`src/hw/rtl/bpme_pkg.sv`:
```
// ----------------------------------------------------------------------------
// bpme_pkg
// Shared types, request and status codes, register map and default sizes
// for the bin packing move engine.
// ----------------------------------------------------------------------------
package bpme_pkg;

	localparam int unsigned DEF_MAX_ITEMS   = 256;
	localparam int unsigned DEF_MAX_BINS    = 256;
	localparam int unsigned DEF_LENGTH_BITS = 16;

	localparam int unsigned ADDR_BITS = 4;

	localparam logic [1:0] RQ_START = 2'd0;
	localparam logic [1:0] RQ_LOAD  = 2'd1;
	localparam logic [1:0] RQ_PLACE = 2'd2;
	localparam logic [1:0] RQ_MOVE  = 2'd3;

	localparam logic [2:0] ST_MOVED  = 3'd0;
	localparam logic [2:0] ST_NEWBIN = 3'd1;
	localparam logic [2:0] ST_PLACED = 3'd2;
	localparam logic [2:0] ST_DONE   = 3'd3;
	localparam logic [2:0] ST_REJECT = 3'd4;

	localparam logic [1:0] DM_BEST  = 2'd0;
	localparam logic [1:0] DM_GIVEN = 2'd2;

	localparam logic SM_LARGEST = 1'b0;

	localparam logic [1:0] REG_CAP = 2'd0;
	localparam logic [1:0] REG_SRC = 2'd1;
	localparam logic [1:0] REG_DST = 2'd2;

	typedef struct packed {
		logic [1:0]  req_type;
		logic [7:0]  item_index;
		logic [15:0] item_length;
		logic [7:0]  target_bin;
	} req_t;

	typedef struct packed {
		logic [2:0] status;
		logic [7:0] moved_item;
		logic [7:0] from_bin;
		logic [7:0] to_bin;
		logic [8:0] bins_in_use;
	} rsp_t;

	typedef struct packed {
		logic [15:0] bin_capacity;
		logic        source_mode;
		logic [1:0]  dest_mode;
	} cfg_t;

endpackage

```
`src/hw/rtl/bpme_cfg.sv`:
```
// ----------------------------------------------------------------------------
// bpme_cfg
// Register file behind the configuration port: bin capacity, source mode
// and destination mode, with read back.
// ----------------------------------------------------------------------------
module bpme_cfg import bpme_pkg::*; (
	input  logic                 clk,
	input  logic                 arst_n,
	input  logic                 psel,
	input  logic                 penable,
	input  logic                 pwrite,
	input  logic [ADDR_BITS-1:0] paddr,
	input  logic [31:0]          pwdata,
	output logic [31:0]          prdata,
	output logic                 pready,
	output cfg_t                 cfg
);

	cfg_t cfg_q;

	always_ff @(posedge clk or negedge arst_n) begin
		if (!arst_n) begin
			cfg_q.bin_capacity <= 16'hFFFF;
			cfg_q.source_mode  <= SM_LARGEST;
			cfg_q.dest_mode    <= DM_BEST;
		end else if (psel && penable && pwrite) begin
			unique case (paddr[3:2])
				REG_CAP: cfg_q.bin_capacity <= pwdata[15:0];
				REG_SRC: cfg_q.source_mode  <= pwdata[0];
				REG_DST: cfg_q.dest_mode    <= pwdata[1:0];
				default: ;
			endcase
		end
	end

	always_comb begin
		unique case (paddr[3:2])
			REG_CAP: prdata = {16'd0, cfg_q.bin_capacity};
			REG_SRC: prdata = {31'd0, cfg_q.source_mode};
			REG_DST: prdata = {30'd0, cfg_q.dest_mode};
			default: prdata = 32'd0;
		endcase
	end

	assign pready = 1'b1;
	assign cfg    = cfg_q;

endmodule

```
`config.mk`:
```
export PLATFORM = sky130hd
export DESIGN_NAME = bpme_cfg
export DESIGN_NICKNAME = d
export VERILOG_FILES = /design/src/hw/rtl/bpme_pkg.sv /design/src/hw/rtl/bpme_cfg.sv
export SDC_FILE = /design/constraint.sdc
export NUM_CORES = 1
export LEC_CHECK = 0
export ABC_CLOCK_PERIOD_IN_PS = 800
export BUFFER_PORTS_ARGS = -buffer_cell sky130_fd_sc_hd__buf_2
export CAP_MARGIN = 0
export CORE_ASPECT_RATIO = 0.7
export CORE_MARGIN = 5
export CORE_UTILIZATION = 38
export CTS_BUF_LIST = sky130_fd_sc_hd__clkbuf_8
export CTS_CLUSTER_SIZE = 24
export DETAILED_ROUTE_END_ITERATION = 10
export PLACE_DENSITY = 0.81
export SYNTH_ARGS = -nofsm -noshare
export SYNTH_HDL_FRONTEND = slang
export SYNTH_SLANG_ARGS = --single-unit
```
`constraint.sdc`:
```
create_clock -name clk -period 0.8 [get_ports clk]
set_input_delay 0.04 -clock clk [delete_from_list [all_inputs] [get_ports clk]]
set_output_delay 0.04 -clock clk [all_outputs]
set_load 0.1 [all_outputs]
```
==> results of run 1 <==
-- repair_timing --
action | CTS
buffers inserted | 4
pin swaps | 16
gates resized for setup | 23
hold buffers | 1
hold endpoints to repair | 3
endpoints found under the setup margin | 54
-- stage by stage --
| stage | instances | cell area, um^2 |
|---|---|---|
| after floorplan | 100 | 1330 |
| after detailed placement | 197 | 2210 |
| after global placement | 197 | 2210 |
| after CTS | 206 | 2380 |
-- cells in the mapped netlist --
library cell,number
sky130_fd_sc_hd__dfstp_2,16
sky130_fd_sc_hd__nor3b_1,2
sky130_fd_sc_hd__and2_1,14
sky130_fd_sc_hd__nor2_1,2
sky130_fd_sc_hd__nand3_1,1
sky130_fd_sc_hd__dfrtp_1,3
sky130_fd_sc_hd__clkbuf_1,1
sky130_fd_sc_hd__buf_4,17
sky130_fd_sc_hd__nor3_4,1
sky130_fd_sc_hd__nand3b_1,1
sky130_fd_sc_hd__buf_2,2
sky130_fd_sc_hd__mux2_1,10
sky130_fd_sc_hd__mux2i_1,2
sky130_fd_sc_hd__o21ai_0,1
sky130_fd_sc_hd__buf_6,1
sky130_fd_sc_hd__conb_1,2
sky130_fd_sc_hd__mux2_2,9
-- cell families after synthesis --
group,count (synthesis)
mux,21
simple gates,21
buf+inv,21
flops,19
other cells,2
compound gates,1
==> metrics.txt, run 1 <==
run status did not finish; stage at which the flow ended global routing; Error [ERROR DPL-0033] detailed placement checks failed during check placement.; IO Port Bufs 57; count of cell types in the netlist 17; CTS root buf sky130_fd_sc_hd__clkbuf_8; post-synth design cell area 1030 um^2; number of buffers created by CTS 3; Synth Area per Inst 12.2 um^2; most area-consuming cells after synthesis sky130_fd_sc_hd__dfstp_2 41%, sky130_fd_sc_hd__buf_4 12%, sky130_fd_sc_hd__mux2_1 11%; Yosys warning total 0; Worst EP kind primary output; die width 72.3 um; biggest area consumer among synthesized cells sky130_fd_sc_hd__dfstp_2; I/O Pins 93; multiplexer share of the synthesized area 0.226; RePlAce Congestion 0.731; number of antenna violations at the first check in global routing 0; basic-gate share of the synthesized area counting and, or, nand and nor cells 0.134; compound-gate portion of the synthesized area 0.00484; xor-xnor portion of the synthesized cell area 0; endpoint with the least setup slack after the last global-route repair prdata[0]; detailed placement HPWL 3.09 mm; number of clock sinks seen by CTS 19; H-tree depth 1; fraction of post-synthesis cell area in the top cell type by area 0.407; Placement Setup Slack -290 ps; effective utilization at floorplan 0.408; Longest Clk Path Bufs 2; Std-Cell Rows 15; gate count of the mapped netlist 85; sequential cell area fraction in the yosys report 0.479; combinational family with the most area after synthesis multiplexers; pin count of the biggest net entering global routing 20; vertical die dimension 53.6 um; flop and latch count out of synthesis 19; adder-cell area share of the yosys netlist 0
==> run 2: changes to the inputs <==
Settings changed: CORE_AREA set to 5 5 66 68, CORE_ASPECT_RATIO 0.7 to not set, CORE_MARGIN 5 to not set, CORE_UTILIZATION 38 to not set, CTS_BUF_LIST sky130_fd_sc_hd__clkbuf_8 to not set, CTS_CLUSTER_SIZE 24 to not set, DIE_AREA set to 0 0 71 73, PLACE_DENSITY 0.81 to not set, PLACE_DENSITY_LB_ADDON set to 0.15.
==> run 2 against run 1 <==
  * The flow now finishes, with violations (negative setup slack)
  * Synthesized cell count stayed put
  * Area after synthesis stayed put
==> metrics.txt, run 2 <==
run status finished with violations; violations in the final reports negative setup slack; final worst path period need 1320 ps; Routed Antenna Nets 0; sequential cell area 567 um^2; Std-Cell Rows 23 (+8); kind of path behind the tightest hold check input port to flip-flop; effective utilization at floorplan 0.272 (-0.136); met2 global-route usage 0.197; critical path capture point type output port; number of flip-flops under the largest register name 19; multiplexer share of the synthesized area 0.226 (unchanged); GR peak layer met2; worst-skew pair later-pin latency 250 ps; final layout net count 213; average wire per cell in the routed design 14.1 um; type of the setup path with the least slack flip-flop to output port; fin. max-slew vios 0; Longest Clk Path Bufs 2 (unchanged); sort of element at the start of the critical path flip-flop; Synth Area per Inst 12.2 um^2 (unchanged); net switching power of the design 3.71 mW; post-synth design cell area 1030 um^2 (unchanged); sequential cell area fraction in the yosys report 0.479 (unchanged); static power due to leakage 1.09 nW; maximum fanout along the worst path 2; met1 track utilization from global routing 0.152; minimum setup slack in the final design -520 ps; total routed wirelength 3.11 mm; part of the cycle the worst path needs 1.65; Fillers 300; gate count of the mapped netlist 85 (unchanged); number of antenna violations at the first check in global routing 0; pin count of the biggest net entering global routing 20; ys flop type sky130_fd_sc_hd__dfstp_2; Post-Place Cells 213 (+8.1%); series of cell instances along the critical path mux2i_4 > o21ai_4 > buf_12; Final Setup Violations 54; DR iter-0 viols 18; CTS root buf sky130_fd_sc_hd__clkbuf_8; via count 891; fraction of post-synthesis cell area in the top cell type by area 0.407 (unchanged); IR drop worst, VDD 1780 uV; total negative slack for setup checks -15,240 ps; RePlAce Congestion 0.681 (-6.8%); vertical die dimension 73 um (+36%); async set-or-reset flop fraction in the synthesized netlist 1.00 (unchanged); combinational family with the most area after synthesis multiplexers; P per Cell Area 3120 nW/um^2; most common cell after layout, fill and taps aside sky130_fd_sc_hd__buf_12; Floorplan Core Area 3800 um^2; multi-input combinational cell area 593 um^2; Worst Hold Slack 13.4 ps; I/O Pins 93 (unchanged); library cell with the highest instance count after synthesis sky130_fd_sc_hd__buf_4; grt ovf 0; Post-Route Skew 0 ps; Yosys warning total 0 (unchanged); number of clock sinks seen by CTS 19 (unchanged); count of flip-flops with a built-in enable after synthesis 0 (unchanged); Synth top cells by count 17 x sky130_fd_sc_hd__buf_4, 16 x sky130_fd_sc_hd__dfstp_2, 14 x sky130_fd_sc_hd__and2_1; detailed placement HPWL 2.50 mm (-19%); xor-xnor portion of the synthesized cell area 0 (unchanged); vias in the first global route 1,015; setup repair after global routing missed its margin yes; IO Port Bufs 57 (unchanged); compound-gate portion of the synthesized area 0.00484 (unchanged); number of buffers created by CTS 3 (unchanged); die width 71 um (-1.8%); biggest area consumer among synthesized cells sky130_fd_sc_hd__dfstp_2; relative contribution of the clock network to total power 0.088; basic-gate share of the synthesized area counting and, or, nand and nor cells 0.134 (unchanged); first-pass GRT wire length 5.07 mm; commonest non-fill, non-tap cells in the layout 36 x sky130_fd_sc_hd__buf_12, 21 x sky130_fd_sc_hd__buf_6, 17 x sky130_fd_sc_hd__conb_1, 17 x sky130_fd_sc_hd__buf_2; share of cells above drive strength 1 0.871; Clock Pin Slew Worst Setup and Hold Paths 70 ps; share of power burned in registers 0.228; adder-cell area share of the yosys netlist 0 (unchanged); Die ar. 5180 um^2; count of cell types in the netlist 17 (unchanged); diode count 0; DRT Pass-1 Iters 4; Core Util, Final 0.641; total global routing track utilization 0.125; largest stage delay on the critical path 630 ps; layout overhead on the synthesized area 136%; Required @ worst endpoint 760 ps; number of cells in the finished layout apart from fillers 221; CTS tree built; final hold violation count 0; maximum clock rate 0.757 GHz; relative contribution of combinational cells to total power 0.685; met3 track utilization from global routing 0.0565; switching power share of the total 0.489; WP data arrival 1280 ps; most area-consuming cells after synthesis sky130_fd_sc_hd__dfstp_2 41%, sky130_fd_sc_hd__buf_4 12%, sky130_fd_sc_hd__mux2_1 11%; Post-route DRC 0; # Max-Cap Violations 0; flop and latch count out of synthesis 19 (unchanged); slowest stage cell, crit path sky130_fd_sc_hd__dfstp_4; vias per inst 4.03; H-tree depth 1 (unchanged); cell internal power dissipation 3.89 mW
==> run 2: cell counts after synthesis <==
Identical to the previous run, type by type.
==> run 2: cells by family (layout without fill, tap and decap cells) <==
kind of cell           Yosys count  after routing
DFF                             19             19
muxes                           21             21
other                            2             17
buffers and inverters           21             92
AOI/OAI and AO/OA                1              1
and+or+nand+nor                 21             21
==> run 2: through the flow <==
step	power [mW]	setup slack, ps	instance area (um^2)
finish	7.60	-520	2440
floorplan	4.90	-720	1330
CTS	7.65	-531	2390
detailed placement	6.74	-296	2240
global placement	6.70	-274	2240
global route	7.86	-564	2440
==> run 2: worst max-delay path, delay by kind of cell, from the launching register on <==
| family | cells | cell delay (ps) |
|---|---|---|
| AO/OA/AOI/OAI | 1 | 140 |
| flip-flops | 1 | 630 |
| multiplexers | 1 | 70 |
| buffers and inverters | 1 | 190 |
==> run 2: power groups by stage <==
| stage | Clock [mW] | Sequential, mW | Combinational, mW |
|---|---|---|---|
| 3_5_place_dp | 0 | 1.70 | 5.04 |
| 3_3_place_gp | 0 | 1.70 | 5.00 |
| 5_1_grt | 0.740 | 1.77 | 5.34 |
| 6_report | 0.666 | 1.73 | 5.20 |
| 4_1_cts | 0.695 | 1.73 | 5.22 |
| 2_1_floorplan | 0 | 3.41 | 1.48 |
==> run 2: path summary, 6_finish.rpt <==
path,start,to,slack (ps),cells after the start
max reg2reg,cfg[3]$_DFFE_PN1P_,cfg[3]$_DFFE_PN1P_,-240,3
min in group asynchronous,arst_n,cfg[1]$_DFFE_PN0P_,250,2
max,cfg[3]$_DFFE_PN1P_,prdata[0],-520,3
min reg2reg,cfg[0]$_DFFE_PN0P_,cfg[0]$_DFFE_PN0P_,600,1
min,pwdata[5],cfg[8]$_DFFE_PN1P_,10,2
max in group asynchronous,arst_n,cfg[2]$_DFFE_PN0P_,210,2
==> run 2: final cells by class <==
type,count,area share
clock buffer,3,0.0169
clock inverter,1,0.00205
multi-input combinational,60,0.243
sequential,19,0.233
tap,50,0.0257
timing repair buffer,88,0.479
==> run 2: repair_timing <==
item,in CTS,in global routing
gates cloned,0,1
buffers inserted,2,1
setup endpoints to repair,54,54
resized for setup,20,8
endpoints found under the hold margin,3,0
hold buffers,1,0
pin swaps,16,2
==> run 2: layer usage <==
metal | share of wire | vias up
met5 | 0 | -
met3 | 0.11 | 2
met2 | 0.50 | 46
met4 | 0.0093 | 0
met1 | 0.38 | 428
li1 | - | 415
Power figures use the tool's default switching activity.
==> run 3: changes to the inputs <==
Settings changed: SKIP_CTS_REPAIR_TIMING set to 1.
==> run 3 against run 2 <==
  * The run still ends with negative setup slack left
  * Non-clock buffer count stayed put
  * Combinational power hardly changed
  * Clock skew stayed put
  * Routed wire length hardly changed
  * Clock power hardly changed
  * Critical endpoint unchanged
  * Sequential power hardly changed
  * Sequential share of layout area stayed put
==> metrics.txt, run 3 (synthesis gave the netlist of run 2 again) <==
IR drop worst, VDD 1800 uV (+1.4%); DR iter-0 viols 17 (-1); run status finished with violations; Die ar. 5180 um^2 (unchanged); vias per inst 4.10 (+1.6%); # Max-Cap Violations 0 (unchanged); number of buffers created by CTS 3 (unchanged); layout overhead on the synthesized area 136% (unchanged); Longest Clk Path Bufs 2 (unchanged); Post-route DRC 0 (unchanged); violations in the final reports negative setup slack; Worst Hold Slack 13.1 ps (-0.351 ps); WP data arrival 1280 ps (about the same); Clock Pin Slew Worst Setup and Hold Paths 70 ps (about the same); CTS tree built; first-pass GRT wire length 4.77 mm (-6.0%); effective utilization at floorplan 0.272 (unchanged); total negative slack for setup checks -15,260 ps (-24.9 ps); number of clock sinks seen by CTS 19 (unchanged); Post-Place Cells 213 (unchanged); Routed Antenna Nets 0 (unchanged); number of flip-flops under the largest register name 19 (unchanged); vertical die dimension 73 um (unchanged); grt ovf 0 (unchanged); Floorplan Core Area 3800 um^2 (unchanged); fin. max-slew vios 0 (unchanged); startpoint of the most critical setup path cfg[3]$_DFFE_PN1P_; Post-Route Skew 0 ps (unchanged); flop2flop setup slack -240 ps (about the same); final layout net count 213 (unchanged); Placement Setup Slack -296 ps (unchanged); Worst R2R Path Depth 3 (unchanged); total routed wirelength 3.11 mm (about the same); minimum setup slack in the final design -522 ps (-1.52 ps); vias in the first global route 976 (-3.8%); Fillers 295 (-1.7%); critical path capture point type output port; maximum fanout along the worst path 2 (unchanged); type of the setup path with the least slack flip-flop to output port; detailed placement HPWL 2.50 mm (unchanged); P per Cell Area 3120 nW/um^2 (about the same); most common cell after layout, fill and taps aside sky130_fd_sc_hd__buf_12; Core Util, Final 0.641 (unchanged); number of antenna violations at the first check in global routing 0 (unchanged); number of cells in the finished layout apart from fillers 221 (unchanged); share of cells above drive strength 1 0.871 (unchanged); Critical path destination prdata[0]; IO Port Bufs 57 (unchanged); total global routing track utilization 0.118 (-0.00724); CTS root buf sky130_fd_sc_hd__clkbuf_8; Required @ worst endpoint 760 ps (about the same); maximum clock rate 0.757 GHz (-0.11%); terminus of the critical flop-to-flop path cfg[3]$_DFFE_PN1P_; DRT Pass-1 Iters 4 (unchanged); average wire per cell in the routed design 14.0 um (about the same); worst reg2reg path startpoint cfg[3]$_DFFE_PN1P_; H-tree depth 1 (unchanged); setup repair after global routing missed its margin yes; pin count of the biggest net entering global routing 20 (unchanged); commonest non-fill, non-tap cells in the layout 36 x sky130_fd_sc_hd__buf_12, 21 x sky130_fd_sc_hd__buf_6, 17 x sky130_fd_sc_hd__conb_1, 17 x sky130_fd_sc_hd__buf_2; Final Setup Violations 54 (unchanged); sort of element at the start of the critical path flip-flop; RePlAce Congestion 0.681 (unchanged); diode count 0 (unchanged); part of the cycle the worst path needs 1.65 (+0.00190); static power due to leakage 1.09 nW (unchanged); final worst path period need 1320 ps (+1.52 ps); Std-Cell Rows 23 (unchanged); kind of path behind the tightest hold check input port to flip-flop; I/O Pins 93 (unchanged); die width 71 um (unchanged); worst-skew pair later-pin latency 250 ps (about the same); final hold violation count 0 (unchanged); via count 905 (+1.6%)
run 3: metrics by stage:
| stage | area [um^2] | power [mW] |
|---|---|---|
| final | 2440 | 7.60 |
| after floorplan | 1330 | 4.90 |
| after detailed placement | 2240 | 6.74 |
| after global routing | 2440 | 7.85 |
| after global placement | 2240 | 6.70 |
| after CTS | 2290 | 7.43 |
run 3: power breakdown:
part	switching [mW]	total (mW)	internal [mW]
Combinational	3.14	5.20	2.06
Sequential	0.253	1.73	1.48
Clock	0.323	0.669	0.346
run 3: routing by layer:
layer,wire [um],GRT usage,vias to the layer above
li1,-,-,415
met1,1170,0.142,438
met2,1530,0.182,50
met3,375,0.0579,2
met4,29,0.0438,0
met5,0,0,-
run 3: critical path: stages, from the launching register on:
cell                      delay, ps
sky130_fd_sc_hd__dfstp_4        630
sky130_fd_sc_hd__mux2i_4         70
sky130_fd_sc_hd__o21ai_4        140
sky130_fd_sc_hd__buf_12         190
run 3: final cells by class:
cell class	instances	area, um^2	area share
timing repair buffer	88	1170	0.479
multi-input combinational	60	593	0.243
sequential	19	567	0.233
tap	50	62.6	0.0257
clock buffer	3	41.3	0.0169
clock inverter	1	5.00	0.00205
run 3: worst min-delay path by stage:
stage               from                 end  slack [ps]  cells after the start
2_1_floorplan     arst_n  cfg[0]$_DFFE_PN0P_        -260                      0
3_3_place_gp      arst_n  cfg[1]$_DFFE_PN0P_          -4                      1
3_5_place_dp      arst_n  cfg[1]$_DFFE_PN0P_           5                      1
4_1_cts           arst_n  cfg[1]$_DFFE_PN0P_        -280                      1
5_1_grt        pwdata[6]  cfg[9]$_DFFE_PN1P_           6                      2
6_report       pwdata[5]  cfg[8]$_DFFE_PN1P_          10                      2
==> run 4: changes to the inputs <==
Settings changed: ABC_CLOCK_PERIOD_IN_PS 800 to 1700.
Clock period 0.8 ns to 1.7 ns, I/O delays scaled along.
==> run 4 against run 3 <==
  * Clock-buffer cell count stayed put
  * Final cell count shrank 13%
  * The run now ends clean
  * Clock skew is the same
  * Critical path depth did not move
  * First-iteration DRC count fell by 65%
  * Non-clock buffer count fell by 28
==> metrics.txt, run 4 (synthesis gave the netlist of run 2 again) <==
run status finished, final reports clean; Routed Antenna Nets 0 (unchanged); via count 780 (-14%); maximum clock rate 0.656 GHz; number of cells in the finished layout apart from fillers 193 (-13%); RePlAce Congestion 0.706 (+3.6%); Post-Route Skew 0 ps (unchanged); number of clock sinks seen by CTS 19 (unchanged); H-tree depth 1 (unchanged); number of antenna violations at the first check in global routing 0 (unchanged); fin. max-slew vios 0 (unchanged); first-pass GRT wire length 3.86 mm (-19%); vertical die dimension 73 um (unchanged); static power due to leakage 0.755 nW (-30%); CTS tree built; most common cell after layout, fill and taps aside sky130_fd_sc_hd__buf_2; Fillers 378 (+28%); share of cells above drive strength 1 0.748 (-0.123); Placement Setup Slack 451 ps (+748 ps); P per Cell Area 1660 nW/um^2 (-47%); total negative slack for setup checks 0 ps (+15,260 ps); Worst Hold Slack 42.6 ps (+29.5 ps); vias in the first global route 841 (-14%); I/O Pins 93 (unchanged); Core Util, Final 0.423 (-0.219); Required @ worst endpoint 1620 ps (+860 ps); minimum setup slack in the final design 176 ps (+698 ps); DR iter-0 viols 6 (-11); part of the cycle the worst path needs 0.897; final layout net count 185 (-13%); Longest Clk Path Bufs 2 (unchanged); Die ar. 5180 um^2 (unchanged); DRT Pass-1 Iters 3 (-1); Floorplan Core Area 3800 um^2 (unchanged); met2 global-route usage 0.164 (-0.0185); detailed placement HPWL 1.96 mm (-21%); diode count 0 (unchanged); effective utilization at floorplan 0.272 (unchanged); total global routing track utilization 0.0946 (-0.0232); die width 71 um (unchanged); met1 track utilization from global routing 0.0992 (-0.0425); multi-input combinational cell area 478 um^2 (-19%); Final Setup Violations 0 (-100%); vias per inst 4.04 (-1.3%); GR peak layer met2; number of buffers created by CTS 3 (unchanged); final hold violation count 0 (unchanged); sequential cell area 498 um^2 (-12%); Std-Cell Rows 23 (unchanged); worst-skew pair later-pin latency 250 ps (about the same); # Max-Cap Violations 0 (unchanged); number of flip-flops under the largest register name 19 (unchanged); commonest non-fill, non-tap cells in the layout 43 x sky130_fd_sc_hd__buf_2, 17 x sky130_fd_sc_hd__conb_1, 16 x sky130_fd_sc_hd__dfstp_2; Post-Place Cells 188 (-12%); WP data arrival 1440 ps (+160 ps); met3 track utilization from global routing 0.0537 (-0.00413); CTS root buf sky130_fd_sc_hd__clkbuf_8; grt ovf 0 (unchanged); layout overhead on the synthesized area 55.3%; post-layout instance area 1610 um^2 (-34%); IO Port Bufs 57 (unchanged); setup repair after global routing missed its margin no; type of the setup path with the least slack flip-flop to output port; IR drop worst, VDD 684 uV (-62%); pin count of the biggest net entering global routing 20 (unchanged); maximum fanout along the worst path 3 (+1); kind of path behind the tightest hold check input port to flip-flop; Clock Pin Slew Worst Setup and Hold Paths 70 ps (about the same); average wire per cell in the routed design 13.0 um (-7.5%); sort of element at the start of the critical path flip-flop; Placed Area 1550 um^2 (-31%); critical path capture point type output port; final worst path period need 1520 ps; Post-route DRC 0 (unchanged); total routed wirelength 2.51 mm (-19%); power after layout 2.67 mW (-65%)
run 4: cell count changes in the layout (fill, tap and decap cells not counted), moves of 3 or more:
cell / delta
sky130_fd_sc_hd__buf_6: -21
sky130_fd_sc_hd__mux2_1: +10
sky130_fd_sc_hd__buf_2: +26
sky130_fd_sc_hd__dfstp_2: +16
sky130_fd_sc_hd__and2_2: +14
sky130_fd_sc_hd__mux2_2: +6
sky130_fd_sc_hd__mux2_4: -16
sky130_fd_sc_hd__dfrtp_4: -3
sky130_fd_sc_hd__buf_12: -22
sky130_fd_sc_hd__and2_4: -14
sky130_fd_sc_hd__buf_4: -10
sky130_fd_sc_hd__dfstp_4: -16
run 4: power breakdown:
group	switching (mW)	internal [mW]
Combinational	1.36	0.296
Sequential	0.0673	0.624
Clock	0.152	0.163
run 4: final cells by class:
| class | instances | area share |
|---|---|---|
| Sequential cell | 19 | 0.310 |
| Multi-Input combinational cell | 60 | 0.298 |
| Clock buffer | 3 | 0.0257 |
| Clock inverter | 1 | 0.00312 |
| Tap cell | 50 | 0.0390 |
| Timing Repair Buffer | 60 | 0.324 |
run 4: worst max-delay path: stages, from the launching register on:
cell	delay, ps
sky130_fd_sc_hd__dfstp_2	540
sky130_fd_sc_hd__mux2i_1	90
sky130_fd_sc_hd__o21ai_4	120
sky130_fd_sc_hd__buf_2	430
run 4: path summary, 6_finish.rpt:
check	start	slack, ps	to	cells past startpoint
setup / recovery	cfg[3]$_DFFE_PN1P_	180	prdata[0]	3
hold / removal	pwdata[5]	40	cfg[8]$_DFFE_PN1P_	2
setup reg to reg	cfg[1]$_DFFE_PN0P_	910	cfg[1]$_DFFE_PN0P_	1
hold reg to reg	cfg[2]$_DFFE_PN0P_	540	cfg[2]$_DFFE_PN0P_	1
max in group asynchronous	arst_n	1080	cfg[4]$_DFFE_PN1P_	2
min in group asynchronous	arst_n	300	cfg[2]$_DFFE_PN0P_	2
run 4: metal layers:
layer / up-vias / wire (um)
met3: 2 / 376
met2: 48 / 1250
met1: 370 / 870
met4: 0 / 11
li1: 360 / -
met5: - / 0
